==> src/design/assert_macros.svh <==
// shared assertion macros, sampled on clk and held off during rst
`ifndef ASSERT_MACROS_SVH
`define ASSERT_MACROS_SVH

// condition true at every edge
`define CHECK_ALWAYS(label, cond, msg) \
  label: assert property (@(posedge clk) disable iff (rst) (cond)) else $error(msg);

// consequent in the same cycle as the antecedent
`define CHECK_IMPLIES(label, ante, cons, msg) \
  label: assert property (@(posedge clk) disable iff (rst) (ante) |-> (cons)) else $error(msg);

// consequent in the cycle after the antecedent
`define CHECK_NEXT(label, ante, cons, msg) \
  label: assert property (@(posedge clk) disable iff (rst) (ante) |=> (cons)) else $error(msg);

`endif

==> src/design/lkvc_pkg.sv <==
package lkvc_pkg;

  localparam int KEY_W = 32;
  localparam int VAL_W = 32;
  localparam int CAP_W = 5;

  localparam logic MODE_GET = 1'b0;
  localparam logic MODE_PUT = 1'b1;

  localparam logic [VAL_W-1:0] MISS_VALUE = 32'hFFFF_FFFF;
  localparam logic [CAP_W-1:0] CAP_RESET  = 5'd16;

  typedef struct packed {
    logic                    mode;
    logic signed [KEY_W-1:0] key;
    logic signed [VAL_W-1:0] value;
  } lkvc_req_t;

  typedef struct packed {
    logic                    found;
    logic signed [VAL_W-1:0] read_value;
  } lkvc_rsp_t;

  // controller to datapath
  typedef struct packed {
    logic load;
    logic scan;
    logic commit;
    logic upd;
    logic resp;
    logic cfg_wr;
  } lkvc_cmd_t;

  // datapath to controller
  typedef struct packed {
    logic last;
    logic is_get;
    logic hit;
    logic rsp_busy;
  } lkvc_sts_t;

endpackage

==> src/design/lkvc_ram.sv <==
module lkvc_ram #(
  parameter int WIDTH = 32,
  parameter int DEPTH = 16
) (
  input  logic                     clk,
  input  logic                     we,
  input  logic [$clog2(DEPTH)-1:0] waddr,
  input  logic [WIDTH-1:0]         wdata,
  input  logic [$clog2(DEPTH)-1:0] raddr,
  output logic [WIDTH-1:0]         rdata
);

  logic [WIDTH-1:0] mem [DEPTH];

  always_ff @(posedge clk) begin
    if (we) begin
      mem[waddr] <= wdata;
    end
    rdata <= mem[raddr];
  end

endmodule

==> src/design/lkvc_ctrl.sv <==
module lkvc_ctrl import lkvc_pkg::*; (
  input  logic      clk,
  input  logic      rst,
  input  logic      req_valid,
  output logic      req_ready,
  input  logic      cfg_valid,
  output logic      cfg_ready,
  input  lkvc_sts_t sts,
  output lkvc_cmd_t cmd
);

  typedef enum logic [6:0] {
    S_IDLE     = 7'b0000001,
    S_SCAN     = 7'b0000010,
    S_SCAN_END = 7'b0000100,
    S_COMMIT   = 7'b0001000,
    S_UPD      = 7'b0010000,
    S_UPD_END  = 7'b0100000,
    S_RESP     = 7'b1000000
  } state_t;

  state_t state, state_next;

  always_ff @(posedge clk) begin
    if (rst) begin
      state <= S_IDLE;
    end else begin
      state <= state_next;
    end
  end

  always_comb begin
    state_next = state;
    cmd        = '0;
    req_ready  = 1'b0;
    cfg_ready  = 1'b0;
    case (state)
      S_IDLE: begin
        cfg_ready = 1'b1;
        req_ready = !cfg_valid;
        if (cfg_valid) begin
          cmd.cfg_wr = 1'b1;
        end else if (req_valid) begin
          cmd.load   = 1'b1;
          state_next = S_SCAN;
        end
      end
      S_SCAN: begin
        cmd.scan = 1'b1;
        if (sts.last) begin
          state_next = S_SCAN_END;
        end
      end
      S_SCAN_END: begin
        state_next = S_COMMIT;
      end
      S_COMMIT: begin
        cmd.commit = 1'b1;
        if (sts.is_get && !sts.hit) begin
          state_next = S_RESP;
        end else begin
          state_next = S_UPD;
        end
      end
      S_UPD: begin
        cmd.upd = 1'b1;
        if (sts.last) begin
          state_next = S_UPD_END;
        end
      end
      S_UPD_END: begin
        state_next = sts.is_get ? S_RESP : S_IDLE;
      end
      S_RESP: begin
        if (!sts.rsp_busy) begin
          cmd.resp   = 1'b1;
          state_next = S_IDLE;
        end
      end
      default: begin
        state_next = S_IDLE;
      end
    endcase
  end

endmodule

==> src/design/lkvc_dp.sv <==
module lkvc_dp import lkvc_pkg::*; #(
  parameter int MAX_ENTRIES = 16
) (
  input  logic             clk,
  input  logic             rst,
  input  lkvc_cmd_t        cmd,
  output lkvc_sts_t        sts,
  input  lkvc_req_t        req,
  input  logic [CAP_W-1:0] cfg_data,
  output logic             rsp_valid,
  input  logic             rsp_ready,
  output lkvc_rsp_t        rsp
);

  localparam int IDX_W = $clog2(MAX_ENTRIES);
  localparam int CNT_W = $clog2(MAX_ENTRIES + 1);
  localparam int CMP_W = (CNT_W > CAP_W) ? CNT_W : CAP_W;
  localparam logic [IDX_W-1:0] LAST_IDX = IDX_W'(MAX_ENTRIES - 1);

  // control state
  logic [CAP_W-1:0]       cap;
  logic [MAX_ENTRIES-1:0] valid;
  logic [CNT_W-1:0]       count;
  logic [IDX_W-1:0]       idx;
  logic                   pend;
  logic                   hit;
  logic                   have_vic;
  logic                   have_free;

  // payload
  lkvc_req_t        req_q;
  logic             pend_upd;
  logic [IDX_W-1:0] pend_idx;
  logic [IDX_W-1:0] hit_idx;
  logic [IDX_W-1:0] hit_rank;
  logic [VAL_W-1:0] hit_value;
  logic [IDX_W-1:0] vic_idx;
  logic [IDX_W-1:0] vic_rank;
  logic [IDX_W-1:0] free_idx;
  logic [IDX_W-1:0] tgt;
  logic [IDX_W-1:0] thr;
  logic             fill_all;
  lkvc_rsp_t        rsp_q;

  logic [KEY_W-1:0] key_rd;
  logic [VAL_W-1:0] val_rd;
  logic [IDX_W-1:0] rank_rd;

  logic [CMP_W-1:0] cap_ext;
  logic [CMP_W-1:0] eff_cap;
  logic             full;
  logic             is_put;
  logic             ent_valid;
  logic             scan_eval;
  logic             match;
  logic [IDX_W-1:0] tgt_sel;
  logic             key_we;
  logic             val_we;
  logic             rank_we;
  logic [IDX_W-1:0] rank_wdata;

  always_comb begin
    cap_ext = CMP_W'(cap);
    if (cap == '0) begin
      eff_cap = CMP_W'(1);
    end else if (cap_ext > CMP_W'(MAX_ENTRIES)) begin
      eff_cap = CMP_W'(MAX_ENTRIES);
    end else begin
      eff_cap = cap_ext;
    end
    full       = CMP_W'(count) >= eff_cap;
    is_put     = (req_q.mode == MODE_PUT);
    ent_valid  = valid[pend_idx];
    scan_eval  = pend && !pend_upd;
    match      = scan_eval && ent_valid && (key_rd == $unsigned(req_q.key));
    tgt_sel    = hit ? hit_idx : (full ? vic_idx : free_idx);
    key_we     = cmd.commit && is_put && !hit;
    val_we     = cmd.commit && is_put;
    rank_we    = pend && pend_upd &&
                 ((pend_idx == tgt) || (ent_valid && (fill_all || (rank_rd < thr))));
    rank_wdata = (pend_idx == tgt) ? '0 : rank_rd + 1'b1;
  end

  lkvc_ram #(.WIDTH(KEY_W), .DEPTH(MAX_ENTRIES)) u_key_ram (
    .clk   (clk),
    .we    (key_we),
    .waddr (tgt_sel),
    .wdata ($unsigned(req_q.key)),
    .raddr (idx),
    .rdata (key_rd)
  );

  lkvc_ram #(.WIDTH(VAL_W), .DEPTH(MAX_ENTRIES)) u_val_ram (
    .clk   (clk),
    .we    (val_we),
    .waddr (tgt_sel),
    .wdata ($unsigned(req_q.value)),
    .raddr (idx),
    .rdata (val_rd)
  );

  lkvc_ram #(.WIDTH(IDX_W), .DEPTH(MAX_ENTRIES)) u_rank_ram (
    .clk   (clk),
    .we    (rank_we),
    .waddr (pend_idx),
    .wdata (rank_wdata),
    .raddr (idx),
    .rdata (rank_rd)
  );

  always_ff @(posedge clk) begin
    if (rst) begin
      cap       <= CAP_RESET;
      valid     <= '0;
      count     <= '0;
      idx       <= '0;
      pend      <= 1'b0;
      hit       <= 1'b0;
      have_vic  <= 1'b0;
      have_free <= 1'b0;
      rsp_valid <= 1'b0;
    end else begin
      pend <= cmd.scan || cmd.upd;
      if (cmd.scan || cmd.upd) begin
        idx <= idx + 1'b1;
      end
      if (cmd.load) begin
        idx       <= '0;
        hit       <= 1'b0;
        have_vic  <= 1'b0;
        have_free <= 1'b0;
      end
      if (scan_eval) begin
        if (match && !hit) begin
          hit <= 1'b1;
        end
        if (ent_valid && (!have_vic || (rank_rd > vic_rank))) begin
          have_vic <= 1'b1;
        end
        if (!ent_valid && !have_free) begin
          have_free <= 1'b1;
        end
      end
      if (cmd.commit) begin
        idx <= '0;
        if (is_put && !hit && !full) begin
          valid[free_idx] <= 1'b1;
          count           <= count + 1'b1;
        end
      end
      if (cmd.resp) begin
        rsp_valid <= 1'b1;
      end else if (rsp_ready) begin
        rsp_valid <= 1'b0;
      end
      if (cmd.cfg_wr) begin
        cap   <= cfg_data;
        valid <= '0;
        count <= '0;
      end
    end
  end

  always_ff @(posedge clk) begin
    pend_upd <= cmd.upd;
    pend_idx <= idx;
    if (cmd.load) begin
      req_q <= req;
    end
    if (scan_eval) begin
      if (match && !hit) begin
        hit_idx   <= pend_idx;
        hit_rank  <= rank_rd;
        hit_value <= val_rd;
      end
      if (ent_valid && (!have_vic || (rank_rd > vic_rank))) begin
        vic_idx  <= pend_idx;
        vic_rank <= rank_rd;
      end
      if (!ent_valid && !have_free) begin
        free_idx <= pend_idx;
      end
    end
    if (cmd.commit) begin
      tgt      <= tgt_sel;
      thr      <= hit ? hit_rank : vic_rank;
      fill_all <= !hit && !full;
    end
    if (cmd.resp) begin
      rsp_q.found      <= hit;
      rsp_q.read_value <= hit ? $signed(hit_value) : $signed(MISS_VALUE);
    end
  end

  always_comb begin
    sts.last     = (idx == LAST_IDX);
    sts.is_get   = (req_q.mode == MODE_GET);
    sts.hit      = hit;
    sts.rsp_busy = rsp_valid && !rsp_ready;
    rsp          = rsp_q;
  end

endmodule

==> src/design/lru_key_value_cache.sv <==
// fully associative key-value cache with least-recently-used replacement, up to
// MAX_ENTRIES entries; a get beat (mode 0) returns one rsp beat with found and the
// stored value, or found 0 and all-ones on a miss; a put beat (mode 1) updates a
// present key, fills the lowest free entry, or evicts the least recent entry once
// the entry count reaches capacity_limit (0 acts as 1, above MAX_ENTRIES acts as
// MAX_ENTRIES), and returns nothing; one item is in work at a time; the key,
// value and rank memories each have a single read port, which one pass walks
// entry by entry for the search and a second pass, skipped on a get miss, for
// the recency update; a finished rsp beat waits in an output register while the
// next req beat is accepted; a cfg beat, taken only while no item is in work,
// sets the capacity and empties the cache at once
`include "assert_macros.svh"

module lru_key_value_cache import lkvc_pkg::*; #(
  parameter int MAX_ENTRIES = 16
) (
  input  logic             clk,
  input  logic             rst,
  // request channel
  input  logic             req_valid,
  output logic             req_ready,
  input  lkvc_req_t        req,
  // response channel
  output logic             rsp_valid,
  input  logic             rsp_ready,
  output lkvc_rsp_t        rsp,
  // capacity register write
  input  logic             cfg_valid,
  output logic             cfg_ready,
  input  logic [CAP_W-1:0] cfg_data
);

  // command and status between sequencer and datapath
  lkvc_cmd_t cmd;
  lkvc_sts_t sts;

  // sequencer: idle, search pass, commit, recency pass, response
  lkvc_ctrl u_ctrl (
    .clk       (clk),
    .rst       (rst),
    .req_valid (req_valid),
    .req_ready (req_ready),
    .cfg_valid (cfg_valid),
    .cfg_ready (cfg_ready),
    .sts       (sts),
    .cmd       (cmd)
  );

  // entry memories, valid bits, entry count, capacity and output register
  lkvc_dp #(.MAX_ENTRIES(MAX_ENTRIES)) u_dp (
    .clk       (clk),
    .rst       (rst),
    .cmd       (cmd),
    .sts       (sts),
    .req       (req),
    .cfg_data  (cfg_data),
    .rsp_valid (rsp_valid),
    .rsp_ready (rsp_ready),
    .rsp       (rsp)
  );

  // at most one datapath command per cycle
  `CHECK_ALWAYS(a_cmd_onehot, $onehot0(cmd), "more than one datapath command at once")

  // a cfg beat and a req beat never land on the same edge
  `CHECK_ALWAYS(a_cfg_req_excl, !(cfg_valid && cfg_ready && req_valid && req_ready), "cfg and req beats accepted together")

  // one item at a time: ready drops right after a req beat
  `CHECK_NEXT(a_one_item, req_valid && req_ready, !req_ready, "req accepted while an item is in work")

  // a response only appears after the sequencer issues it
  `CHECK_IMPLIES(a_rsp_source, $rose(rsp_valid), $past(cmd.resp), "rsp_valid rose without a response command")

endmodule
==> config.mk <==
export PLATFORM = sky130hd
export DESIGN_NAME = lru_key_value_cache
export DESIGN_NICKNAME = d
export VERILOG_FILES = /design/src/design/lkvc_pkg.sv /design/src/design/lkvc_ram.sv /design/src/design/lkvc_ctrl.sv /design/src/design/lkvc_dp.sv /design/src/design/lru_key_value_cache.sv
export VERILOG_INCLUDE_DIRS = /design/src /design/src/design
export SDC_FILE = /design/constraint.sdc
export NUM_CORES = 1
export LEC_CHECK = 0
export BUFFER_PORTS_ARGS = -buffer_cell sky130_fd_sc_hd__buf_4
export CORE_MARGIN = 4
export CORE_UTILIZATION = 25
export DETAILED_ROUTE_END_ITERATION = 7
export MAX_ROUTING_LAYER = met4
export RECOVER_POWER = 25
export SLEW_MARGIN = 5
export SYNTH_ARGS = -nofsm -noshare
export SYNTH_HDL_FRONTEND = slang
export SYNTH_SLANG_ARGS = --single-unit
==> constraint.sdc <==
create_clock -name clk -period 6.4 [get_ports clk]
set_input_delay 1.28 -clock clk [delete_from_list [all_inputs] [get_ports clk]]
set_output_delay 1.28 -clock clk [all_outputs]
set_load 0.01 [all_outputs]
# --- Word level (Yosys, flattened, before mapping) ---
# Memory sizes are Yosys's and may differ from the RTL's. A register that Yosys moved wholly into a read port is not among the register bits.
# Cells that the tools add are included.
word_totals:
  ff_bits: 206
  ram_bits: 1088
  input_bits: 75
  output_inout_bits: 36
  memories: 3
classes:
  n_addsub: 3
  order_cmp: 7
  n_eq_ne: 15
  mux: 47
  bitwise_logic: 2
  reduce_logical: 38
memory_table:
  columns: ["memory", "depth", "width", "rd", "rd_clocked_by_memory_dff", "wr", "line_no", "rtl"]
  rows:
  - ["u_dp.u_key_ram.mem", 16, 32, 1, 1, 1, "lkvc_ram.sv:13", "logic [WIDTH-1:0] mem [DEPTH];"]
  - ["u_dp.u_val_ram.mem", 16, 32, 1, 1, 1, "lkvc_ram.sv:13", null]
  - ["u_dp.u_rank_ram.mem", 16, 4, 1, 1, 1, "lkvc_ram.sv:13", null]
op_table:
  columns: ["op", "count"]
  rows:
  - ["7-bit 2-to-1 mux", 7]
  - ["7-bit one-hot mux with 7 select lines", 1]
  - ["32-bit equality test", 1]
  - ["1-bit 2-to-1 mux", 31]
  - ["1-bit logical AND", 17]
  - ["4-bit 2-to-1 mux", 4]
  - ["16-bit OR", 1]
  - ["4-bit by 5-bit < comparator with 1-bit output, second input constant", 2]
  - ["5-bit 2-to-1 mux", 2]
  - ["2-bit inequality test, second input constant", 5]
  - ["4-bit by 1-bit adder with 4-bit output, second input constant", 2]
  - ["1-bit logical NOT", 8]
  - ["2-bit AND reduction", 4]
  - ["7-bit by 1-bit equality test with 1-bit output, second input constant", 1]
  - ["7-bit by 2-bit equality test with 1-bit output, second input constant", 1]
  - ["7-bit by 3-bit equality test with 1-bit output, second input constant", 1]
  - ["7-bit by 4-bit equality test with 1-bit output, second input constant", 1]
  - ["7-bit by 5-bit equality test with 1-bit output, second input constant", 1]
  - ["7-bit by 6-bit equality test with 1-bit output, second input constant", 1]
  - ["7-bit equality test, second input constant", 1]
  - ["5-bit by 1-bit adder with 5-bit output, second input constant", 1]
  - ["5-bit >= comparator", 1]
  - ["5-bit > comparator, second input constant", 1]
  - ["5-bit logical NOT", 1]
  - ["other kinds (13)", 16]

# --- Depth between registers and ports, before layout ---
logic_depth:
  ltp_word: 7
  mapped_depth: 11
  mapped_depth_nobuf: 10

# --- Hierarchy ---
# A second synthesis with hierarchy kept.
hier_totals:
  hier_cells: 2340
  area_unflattened_um2: 50323.3
modules_own_cells:
  columns: ["mod", "n_inst", "cells_per_inst", "area_per_inst_um2", "seq_area_each_um2"]
  rows:
  - ["lkvc_ram at u_dp.u_val_ram", 1, 838, 19854.0, 16015.4]
  - ["lkvc_ram at u_dp.u_key_ram", 1, 838, 19835.3, 16015.4]
  - ["lkvc_dp", 1, 479, 7500.9, 5575.3]
  - ["lkvc_ram at u_dp.u_rank_ram", 1, 130, 2666.3, 2001.9]
  - ["lkvc_ctrl", 1, 55, 466.7, 140.1]

# --- Worst setup path before layout ---
# Ideal clock, no wire load.
synth_path:
  path_type: "register -> register"
  start: "reg u_dp.cap[1]"
  end: "mem u_dp.u_val_ram.mem[0][0], enable pin"
  arrival_time_ns: 5.085
  t_required_ns: 5.899
  slack_ns: 0.814
  stages_incl_launch_ff: 11
  path_cell_list: "dfxtp_1 > nor3_1 > nor2_1 > nor2_1 > ha_1 > nor2b_1 > o21ai_2 > a21oi_2 > o211ai_1 > a221o_1 > nor4_1"
synth_via:
  elab_chain_len: 6
  word_cells_on_any_way: 7
  classes_between: "2 x order compare; 4 x mux; 1 x reduce/logical"
synth_lines:
  columns: ["item", "line_no", "rtl"]
  rows:
  - ["from (decl)", "lkvc_dp.sv:21", "logic [CAP_W-1:0] cap;"]
  - ["from (signal assigned)", "lkvc_dp.sv:157", "cap <= cfg_data;"]
  - ["5-bit > comparator", "lkvc_dp.sv:66", "end else if (cap_ext > CMP_W'(MAX_ENTRIES)) begin"]
  - ["5-bit 2-to-1 mux", "lkvc_dp.sv:66", null]
  - ["5-bit 2-to-1 mux *", "lkvc_dp.sv:64", "if (cap == '0) begin"]
  - ["5-bit >= comparator *", "lkvc_dp.sv:71", "full = CMP_W'(count) >= eff_cap;"]
  - ["4-bit 2-to-1 mux * (2 in series)", "lkvc_dp.sv:76", "tgt_sel = hit ? hit_idx : (full ? vic_idx : free_idx);"]
  - ["to (decl)", "lkvc_ram.sv:13", null]
# Mark *: on every way between the ends. The rest lies on a longest branch, timed or not.

# --- Final worst setup path ---
layout_path:
  start: "reg u_dp.cap[1]"
  end: "mem u_dp.u_key_ram.mem[8][28], enable pin"
layout_via:
  elab_chain_len: 6
  word_cells_on_any_way: 7
  classes_between: "2 x order compare; 4 x mux; 1 x reduce/logical"
layout_lines:
  columns: ["item", "line_no"]
  rows:
  - ["5-bit > comparator", "lkvc_dp.sv:66"]
  - ["5-bit 2-to-1 mux", "lkvc_dp.sv:66"]
  - ["5-bit 2-to-1 mux *", "lkvc_dp.sv:64"]
  - ["5-bit >= comparator *", "lkvc_dp.sv:71"]
  - ["4-bit 2-to-1 mux * (2 in series)", "lkvc_dp.sv:76"]
  - ["to (decl)", "lkvc_ram.sv:13"]
# Marked as above.

==> results.yml <==
run_status:
  status: "finished with violations"
  violations: "capacitance limit, slew limit"
power:
  power_switching_mw: 3.76
  internal_power_mw: 14.4
  seqPwrFrac: 0.554
  p_leak_nw: 17.5
  clock_power_share: 0.418
  cellPowerDensity_nw_per_um2: 307
  combPwrFrac: 0.028
  power_switching_share: 0.207
  ir_drop_v: 0.000227
sta:
  clock-skew-final_ps: 37.2
  drv_slew: 25
  finalHoldViolCount: 0
  slew_headroom: -0.297
  min_period_ps: 4190
  setup_viol: 0
  rsz0062_at_grt: "no"
  post-route-period-util: 0.654
  tightest_slew_ps: 1940
  max_freq_mhz: 239
  finalSetupTns_ps: 0
synthesis:
  post_synth.cell_area_avg_um2: 22.8
  synthCells: 2217
  muxShareOfSynthArea: 0.155
  synth_most_common_cell: "edfxtp_1"
  synthAdderAreaFrac: 0.00371
  synth_cell_types: 65
  synth_top_cell_area_share: 0.741
  synthFlopType: "edfxtp_1"
  synth_top_family_by_area: "multiplexers"
  yosys-top-cells-area: "edfxtp_1 74%, mux4_2 15%, dfxtp_1 4.6%"
  synth_nets: 2307
  synth_common_cells: "1247 x edfxtp_1, 342 x mux4_2, 115 x dfxtp_1"
  synth_xor_xnor_area_share: 0.00797
  synth_area_um2: 50600
  synth_compound_area_frac: 0.0114
  synth_top_cell_by_area: "edfxtp_1"
  synth_seq_area_share: 0.786
  ys_ff_latch: 1362
  synth-edff-count: 1247
  ys_warn_count: 0
  ys_async_sr_fraction: 0
  synthSimpleGateAreaFrac: 0.0255
drt:
  ant_nets: 0
  initialDrtViolationCount: 1760
  first_pass_iters: 6
  drcViolationCount: 0
  routed_wl_mm: 108
  vias_per_cell: 4.29
  dr_total_vias: 22300
  routedWlPerCell_um: 20.9
cells_and_area:
  syn2layout_area_growth_pct: 16.9
  final_nets: 2503
  drive_gt1_frac: 0.287
  regArea_um2: 39800
  postLayoutCellArea_um2: 59100
  multi_input_area_um2: 10500
  num-fill-cells: 19300
flow_run:
  max_cap_viol_count: 1
critical_path:
  r2r_slack_ps: 2210
  worstPathMaxFanout: 21
  cp.arrival_ps: 4600
  cp.required_ps: 6810
  crit_cells: 11
  crit_type: "reg2reg"
  path_cells: "nor3_1 > nor2_1 > nor2_1 > ha_1 > nor2b_1 > o21ai_2 > a21oi_2 > o211ai_1 > a221o_1 > nor2_4 > buf_4"
  crit_slowest_cell: "nor2_4"
  cp_common_cell: "nor2_1"
  cpPeakStageDelay_ps: 900
  rr_startpoint: "u_dp.cap[1]$_SDFFE_PP0P_"
  worstSetupEndpointType: "flop"
  r2r-end: "u_dp.u_key_ram.mem[8][28]$_DFFE_PP_"
  cp-start-kind: "flop"
  path_buf_inv: 1
  reg2reg_depth: 11
  crit_family: "simple AND/OR/NAND/NOR gates"
floorplanning:
  start_util: 0.252
  die_area_um2: 210000
  std_cell_rows: 164
  die-width_um: 458
  io-pin-count: 111
  coreArea_um2: 200000
  die_h_um: 458
hold_path:
  hold_path_end: "u_dp.hit_value[13]$_DFFE_PP_"
  worstHoldPathType: "reg2reg"
  hold_path_depth: 0
  hold_start: "u_dp.u_val_ram.rdata[13]$_DFF_P_"
global_route:
  grt_usage: 0.105
  grt_pass1_wl_mm: 160
  grt_max_degree: 132
  grt_pass1_vias: 23500
  antenna_found_initial: 13
  grt-ovfl-total: 0
cts:
  path_clk_slew_ps: 60
  cts_root_buf: "clkbuf_16"
  cts_hold_buf: 0
  clk_latency_ps: 750
  cts_buffers: 132
  cts_buffer_depth: 3
  cts.sinks: 1362
  post_cts_buffers: 0
  cts.htree.levels: 4
  cts_resized: 0
  cts_tree: "done"
placed_design:
  gp_congestion: 0.777
  port_buffers: 110
  hpwl_mm: 59.6
  placedInstanceArea_um2: 55000
## power by group through the flow
| stage | Combinational [mW] | Sequential (mW) | Clock (mW) |
|---|---|---|---|
| 6_report | 0.506 | 10.1 | 7.60 |
| 5_1_grt | 0.551 | 10.1 | 8.18 |
| 4_1_cts | 0.527 | 10.1 | 7.81 |
| 3_5_place_dp | 0.525 | 10.3 | 0 |
| 3_3_place_gp | 0.522 | 10.2 | 0 |
| 2_1_floorplan | 0.318 | 10.2 | 0 |
## stage by stage
stage	hold slack [ps]	utilization	cells	setup slack, ps	power [mW]
6_report	402	0.295	5184	2210	18.2
3_3_place_gp	387	0.274	4935	2220	10.8
5_1_grt	412	0.295	5184	1980	18.8
3_5_place_dp	389	0.274	4935	2190	10.8
4_1_cts	403	0.295	5177	2190	18.4
2_1_floorplan	329	-	2217	814	10.5
## worst register-to-register path: stages (launching register included)
cell and delay (ps):
dfxtp_1 330, nor3_1 220, nor2_1 70, nor2_1 100, ha_1 240, nor2b_1 200, o21ai_2 130, a21oi_2 430
o211ai_1 200, a221o_1 640, nor2_4 900, buf_4 400
## cell families after synthesis
family / Yosys count
muxes: 354
adders and majority gates: 15
buffers and inverters: 117
DFF: 1362
AOI/OAI and AO/OA: 76
xor gates and xnor gates: 46
and+or+nand+nor: 247
## area by class of cell
| cell class | count | area share |
|---|---|---|
| Clock buffer | 187 | 0.0644 |
| Multi-Input combinational cell | 738 | 0.178 |
| Clock inverter | 55 | 0.00758 |
| Sequential cell | 1362 | 0.673 |
| Antenna cell | 7 | 0.000296 |
| Timing Repair Buffer | 159 | 0.0191 |
| Inverter | 20 | 0.00131 |
| Tap cell | 2656 | 0.0562 |
## worst max path at each step
stage | from | to | slack (ps)
6_report | u_dp.cap[1]$_SDFFE_PP0P_ | u_dp.u_key_ram.mem[8][28]$_DFFE_PP_ | 2210
5_1_grt | u_dp.cap[1]$_SDFFE_PP0P_ | u_dp.u_key_ram.mem[12][20]$_DFFE_PP_ | 1980
3_5_place_dp | u_dp.cap[1]$_SDFFE_PP0P_ | u_dp.u_key_ram.mem[12][29]$_DFFE_PP_ | 2190
3_3_place_gp | u_dp.cap[1]$_SDFFE_PP0P_ | u_dp.u_key_ram.mem[12][20]$_DFFE_PP_ | 2220
2_1_floorplan | u_dp.cap[1]$_SDFFE_PP0P_ | u_dp.u_val_ram.mem[0][0]$_DFFE_PP_ | 810
4_1_cts | u_dp.cap[1]$_SDFFE_PP0P_ | u_dp.u_key_ram.mem[12][22]$_DFFE_PP_ | 2190
## per-layer routing
layer | vias to the layer above | track usage | wire, um
li1 | 9669 | - | -
met5 | - | - | 0
met4 | 0 | 0.0256 | 1930
met1 | 11900 | 0.129 | 44900
met3 | 145 | 0.0190 | 4800
met2 | 526 | 0.181 | 56600
## registers in the layout, summed over array words and instances (netlist names), 5 cells and up
signal	flops
u_dp.valid	16
u_dp.req_q	64
u_dp.u_key_ram.rdata	32
u_ctrl.state	7
u_dp.u_val_ram.rdata	32
u_dp.hit_value	32
u_dp.cap	5
u_dp.u_key_ram.mem	512
u_dp.rsp	33
u_dp.count	5
u_dp.u_rank_ram.mem	64
u_dp.u_val_ram.mem	512
## cell usage in the layout, fill, tap and decap left out, drive strengths merged, types with 11 or more instances in the layout
| master | synthesis | routed |
|---|---|---|
| edfxtp | 1247 | 1247 |
| mux4 | 344 | 344 |
| clkbuf | 56 | 252 |
| dfxtp | 115 | 115 |
| buf | 41 | 94 |
| nor2 | 75 | 75 |
| nand2b | 47 | 47 |
| clkinv | 1 | 39 |
| nand2 | 38 | 38 |
| xor2 | 37 | 37 |
| inv | 19 | 26 |
| nor3 | 25 | 25 |
| nor4 | 22 | 22 |
| a21oi | 19 | 19 |
| ha | 15 | 15 |
| o21ai | 11 | 11 |
Note: power is estimated with default switching activity, not from simulation.
